**src/hdl/phrf_pkg.sv**
```systemverilog
`default_nettype none

package phrf_pkg;

    localparam int NUM_RULES = 16;
    localparam int SLOT_W    = 4;
    localparam int ENA_W     = 12;

    localparam logic [1:0] CMD_CLASSIFY = 2'd0;
    localparam logic [1:0] CMD_WRITE    = 2'd1;
    localparam logic [1:0] CMD_CLEAR    = 2'd2;

    // packet or rule fields that travel down the chain
    typedef struct packed {
        logic [1:0]       cmd;
        logic [SLOT_W-1:0] slot;
        logic [47:0]      dst_mac;
        logic [47:0]      src_mac;
        logic [31:0]      src_ip;
        logic [31:0]      dst_ip;
        logic [7:0]       tos;
        logic [7:0]       ip_proto;
        logic [15:0]      eth_type;
        logic [15:0]      src_port;
        logic [15:0]      dst_port;
        logic [ENA_W-1:0] rule_enables;
    } item_t;

    // verdict carried along with the item
    typedef struct packed {
        logic              hit;
        logic              drop;
        logic [SLOT_W-1:0] hit_slot;
    } verdict_t;

endpackage

`default_nettype wire

```
**src/hdl/phrf_cell.sv**
```systemverilog
`default_nettype none

// one rule slot; the item passes through every cycle the chain advances
module phrf_cell (
    input  wire logic                     aclk,
    input  wire logic                     aresetn,
    input  wire logic                     advance,
    input  wire logic [phrf_pkg::SLOT_W-1:0] cell_idx,
    input  wire logic                     in_vld,
    input  wire phrf_pkg::item_t          in_item,
    input  wire phrf_pkg::verdict_t       in_verdict,
    output phrf_pkg::item_t               out_item,
    output phrf_pkg::verdict_t            out_verdict,
    output logic                          out_vld
);
    import phrf_pkg::*;

    logic     valid_reg;
    item_t    rule_reg;
    item_t    item_reg;
    verdict_t verdict_reg;
    verdict_t verdict_next;
    logic     vld_reg;
    logic     sel;
    logic     fields_ok;

    assign sel = (in_item.slot == cell_idx);

    always_comb begin
        fields_ok = 1'b1;
        if (rule_reg.rule_enables[0] && rule_reg.src_ip != in_item.src_ip) fields_ok = 1'b0;
        if (rule_reg.rule_enables[1] && rule_reg.dst_ip != in_item.dst_ip) fields_ok = 1'b0;
        if (rule_reg.rule_enables[2] && rule_reg.tos != in_item.tos) fields_ok = 1'b0;
        if (rule_reg.rule_enables[3] && rule_reg.ip_proto != in_item.ip_proto) fields_ok = 1'b0;
        if (rule_reg.rule_enables[4] && rule_reg.src_mac != in_item.src_mac) fields_ok = 1'b0;
        if (rule_reg.rule_enables[6] && rule_reg.eth_type != in_item.eth_type) fields_ok = 1'b0;
        if (rule_reg.rule_enables[8] && rule_reg.src_port != in_item.src_port) fields_ok = 1'b0;
        if (rule_reg.rule_enables[9] && rule_reg.dst_port != in_item.dst_port) fields_ok = 1'b0;
        if (rule_reg.rule_enables == '0) fields_ok = 1'b0;
        verdict_next = in_verdict;
        if (in_item.cmd == CMD_CLASSIFY && !in_verdict.hit && valid_reg &&
            rule_reg.dst_mac == in_item.dst_mac) begin
            verdict_next.hit      = 1'b1;
            verdict_next.drop     = fields_ok;
            verdict_next.hit_slot = cell_idx;
        end
    end

    always_ff @(posedge aclk) begin
        if (!aresetn) begin
            valid_reg <= 1'b0;
            vld_reg   <= 1'b0;
        end else if (advance) begin
            vld_reg <= in_vld;
            if (in_vld && sel && in_item.cmd == CMD_WRITE) valid_reg <= 1'b1;
            if (in_vld && sel && in_item.cmd == CMD_CLEAR) valid_reg <= 1'b0;
        end
    end

    always_ff @(posedge aclk) begin
        if (advance) begin
            item_reg    <= in_item;
            verdict_reg <= verdict_next;
            if (in_vld && sel && in_item.cmd == CMD_WRITE) rule_reg <= in_item;
        end
    end

    assign out_item    = item_reg;
    assign out_verdict = verdict_reg;
    assign out_vld     = vld_reg;
endmodule

`default_nettype wire

```
**config.mk**
```make
export PLATFORM = sky130hd
export DESIGN_NAME = phrf_cell
export DESIGN_NICKNAME = d
export VERILOG_FILES = /design/src/hdl/phrf_pkg.sv /design/src/hdl/phrf_cell.sv
export SDC_FILE = /design/constraint.sdc
export NUM_CORES = 1
export LEC_CHECK = 0
export BUFFER_PORTS_ARGS = -buffer_cell sky130_fd_sc_hd__buf_2
export CAP_MARGIN = 20
export CORE_UTILIZATION = 46
export DETAILED_ROUTE_END_ITERATION = 8
export GPL_ROUTABILITY_DRIVEN = 1
export PLACE_DENSITY = 0.85
export RECOVER_POWER = 25
export SETUP_SLACK_MARGIN = 0.02
export SLEW_MARGIN = 10
export SYNTH_ARGS = -nofsm -noshare
export SYNTH_HDL_FRONTEND = slang
export SYNTH_SLANG_ARGS = --single-unit
```
**constraint.sdc**
```tcl
create_clock -name aclk -period 20.5 [get_ports aclk]
set_input_delay 2.05 -clock aclk [delete_from_list [all_inputs] [get_ports aclk]]
set_output_delay 2.05 -clock aclk [all_outputs]
set_load 0.02 [all_outputs]
```
== Yosys cells after proc, flatten, opt, wreduce, memory -nomap -nowiden ==
Cells that the tools add are included.
Cells by class
  reduce and logical (&&, ||, !) cells: 20
  equality and inequality tests: 12
  muxes and demuxes: 12
Operator list (count)
  inequality test 32 bit: 2
  equality test 48 bit: 1
  inequality test 16 bit: 3
  inequality test 48 bit: 1
  inequality test 8 bit: 2
  logical AND 1 bit: 14
  zero test 12 bit: 1
  2-to-1 mux 1 bit: 11
  2-to-1 mux 5 bit: 1
  equality test 4 bit: 1
  AND reduction 2 bit: 2
  equality test 2 x 1 -> 1 bit, second input constant: 1
  equality test 2 bit, second input constant: 1
  zero test 2 bit: 1
  nonzero test 2 bit: 1
  zero test 1 bit: 1
Storage, ports and cells
  bits of input ports: 256
  output and inout port bits: 249
  logic and storage cells: 71
  bits in registers: 486

== Depth between registers and ports, before layout ==
  depth after elaboration: 12
  depth in mapped cells: 6
  gate-level depth less buffers: 6

== Worst setup path after synthesis ==
Ideal clock, no wire load.
  kind: input-to-reg
  from: input port cell_idx[2] in the netlist's numbering
  to: register rule_reg[0] in the netlist's numbering (enable)
  cell stages on the path: 4
  arrival time: 18399 ps
  buffers on the path: 0
  library setup time: 1125 ps
  path slack: 975 ps
  data required time: 19375 ps
  cell sequence: xor2_1 > nor3_1 > nand4_1 > nor3_1
On the way
  cells in the longest elaborated chain, start to end: 4
Ends and longest elaborated chain
  from (decl): RTL line phrf_cell.sv:8  | input wire logic [phrf_pkg::SLOT_W-1:0] cell_idx,
  equality test 4 bit: RTL line phrf_cell.sv:27  | assign sel = (in_item.slot == cell_idx);
  logical AND 1 bit (2 in series): RTL line phrf_cell.sv:64  | if (in_vld && sel && in_item.cmd == CMD_WRITE) rule_reg <= in_item;
  AND reduction 2 bit (no line)
  to (signal assigned): RTL line phrf_cell.sv:64
  to (decl): RTL line phrf_cell.sv:19  | item_t rule_reg;
Every way passes these cells.
A chain may end at the register's enable or synchronous reset.

== Worst setup path after layout ==
  from: input port cell_idx[2] in the netlist's numbering
  to: register rule_reg[111] in the netlist's numbering (enable)
Same word-level chain as after synthesis.

==> metrics <==
Final Hold Viols=0; initial antenna violation count=8; Placer Congestion=0.846; async set or reset register ratio after synthesis=0%; first-pass GRT wire length=55800 um; Setup TNS=0 ns; Synth Area per Inst=21.1 sq um; utilization after layout=59.2%; sw frac=22.5%; post_cts resized=0; status=completed; vias in the first global route=9558; max reg flops=242; Arrival @ worst endpoint=4.46 ns; PwrDens=100 nW/um^2; fin crit period=4.27 ns; Clk network pwr share=39.3%; drt drc=0; total gr overflow=0; Max Transition Viols Final=0; final wirelength=38700 um; starting density of the core=46.9%; deepest clock path buffer count=3; FF-to-FF setup slack=18.20 ns; CTS buffer count=47; mapped cell area=17300 sq um; Crit. End Element=flop; sequential share of power=52.9%; unrepaired setup endpoints after global routing=false; pin count of the biggest net entering global routing=78; fin nets=1632; FF+latch count, synth=486; fraction of layout cells with a size suffix above 1=30.5%; FMAX=234 MHz; Clock Latency Late Sink=0.56 ns; Post-synth EDFFs=484; I/O pin count=505; ys flop type=edfxtp_1; Critical Path Start Type=input port; Netlist cell types=27; GRT Total Usage=19.6%; r2r worst-path depth=5; root buffer selected by CTS=clkbuf_16; most common cell after layout, fill and taps aside=edfxtp_1; hold-fix buffer count after cts=0; site row count=70; count of final setup violators=0; register area share after synthesis=84.5%; Die Ht=196 um; relative slew slack=34.8%; P&R area growth vs syn=26.2%; Crit Path Category=in -> reg; max-capacitance violation count=0; routed via count=9476; Setup Skew=0.0188 ns; reg2reg start=rule_reg[235]$_DFFE_PP_; Core Region=36800 sq um; die width=196 um; DR WL/cell=20.5 um; Pleak=0.00785 uW; Pre-Repair DR Iteration Count=4; CTS tree=done; Synthesized Nets=1072; Post-Syn Instances=816; clock sink count=486; most frequent cells in the layout=edfxtp_1, buf_2, clkbuf_1; CP max FO=70; HPWL Detailed=28500 um; Synth warnings=0; number of port buffers=504; CP startpoint=cell_idx[2]; vias per std cell=5.02; Slew @ Worst Pin=0.978 ns; Max IR drop VDD=0.0738 mV; Die ar.=38300 sq um; Comb power frac=7.8%; critical path endpoint=rule_reg[111]$_DFFE_PP_; post-CTS setup buffer count=0; reg2reg end=out_verdict[3]$_DFFE_PP_; Iter 0 DRT Violations=596; Internal=1690 uW; H-Tree Depth=2; Psw=489 uW; Power, Total=2180 uW; hold_sp=valid_reg$_SDFFE_PN0P_; crit share post-route=20.8%; HP Class=reg -> reg; clk slew on worst S/H paths=0.06 ns; Worst EP required=20.69 ns; post-route ant nets=0
[synthesized netlist by cell type (2+ instances only)]
| cell | count | area share, % |
|---|---|---|
| xor2_1 | 165 | 8.4 |
| mux2_2 | 4 | 0.26 |
| o21ai_0 | 5 | 0.15 |
| nor4_1 | 43 | 1.6 |
| nand2_1 | 2 | 0.044 |
| nor3_1 | 3 | 0.087 |
| xnor2_1 | 63 | 3.2 |
| edfxtp_1 | 484 | 84 |
| nor4_2 | 2 | 0.15 |
| nand3_1 | 2 | 0.058 |
| nand4_1 | 26 | 0.94 |
| dfxtp_1 | 2 | 0.23 |
[cell families after synthesis]
logic type | count (synthesis) | synth area share, %
AND/OR/NAND/NOR | 86 | 3.24
buffers and inverters | 1 | 0.0217
AO/OA/AOI/OAI | 10 | 0.363
XOR/XNOR | 228 | 11.6
flip-flops | 486 | 84.5
multiplexers | 5 | 0.319
[worst max-delay path, stage by stage]
cell	delay [ns]
buf_2	0.12
xor2_1	0.20
nor3_1	0.21
nand4_1	0.20
nor3_2	0.20
buf_4	0.57
buf_4	0.80
[worst min path at each step]
| stage | end | slack, ns | cells after the start |
|---|---|---|---|
| 5_1_grt | valid_reg$_SDFFE_PN0P_ | 0.52 | 2 |
| 4_1_cts | valid_reg$_SDFFE_PN0P_ | 0.51 | 2 |
| 2_1_floorplan | valid_reg$_SDFFE_PN0P_ | 0.46 | 2 |
| 3_3_place_gp | valid_reg$_SDFFE_PN0P_ | 0.47 | 2 |
| 3_5_place_dp | valid_reg$_SDFFE_PN0P_ | 0.49 | 2 |
| 6_report | valid_reg$_SDFFE_PN0P_ | 0.51 | 2 |
[layer usage]
metal | part of all wire (%) | track usage, % | up-vias
met2 | 52 | 33.6 | 433
met3 | 7.7 | 5.40 | 66
met4 | 2.3 | 7.18 | 8
met5 | 0.17 | 0 | -
li1 | - | - | 4301
met1 | 38 | 23.9 | 4668
[through the flow]
stage	hold WS, ns	instance area, sq um	worst slack [ns]	std cells
final	0.507	21800	16.23	1887
after CTS	0.508	22000	16.25	1883
after global routing	0.521	21800	15.99	1884
after floorplan	0.464	17300	0.975	816
after global placement	0.475	20400	15.72	1795
after detailed placement	0.492	20400	15.63	1795
[area by class of cell]
cell class | instances | area [sq um]
inverters | 1 | 3.75
clock buffers | 52 | 1220
clock inverters | 36 | 330
flip-flops and latches | 486 | 14600
fillers | 2686 | 15000
diodes | 4 | 10.0
multi-input cells | 329 | 2680
well taps | 468 | 586
repair buffers | 511 | 2380
[power groups by stage]
stage	Clock, uW	Sequential (uW)	Combinational [uW]
after detailed placement	0	1170	175
after global routing	909	1160	180
final	855	1150	170
after CTS	873	1150	176
after floorplan	0	1230	21.1
after global placement	0	1170	171
Power figures use the tool's default switching activity.
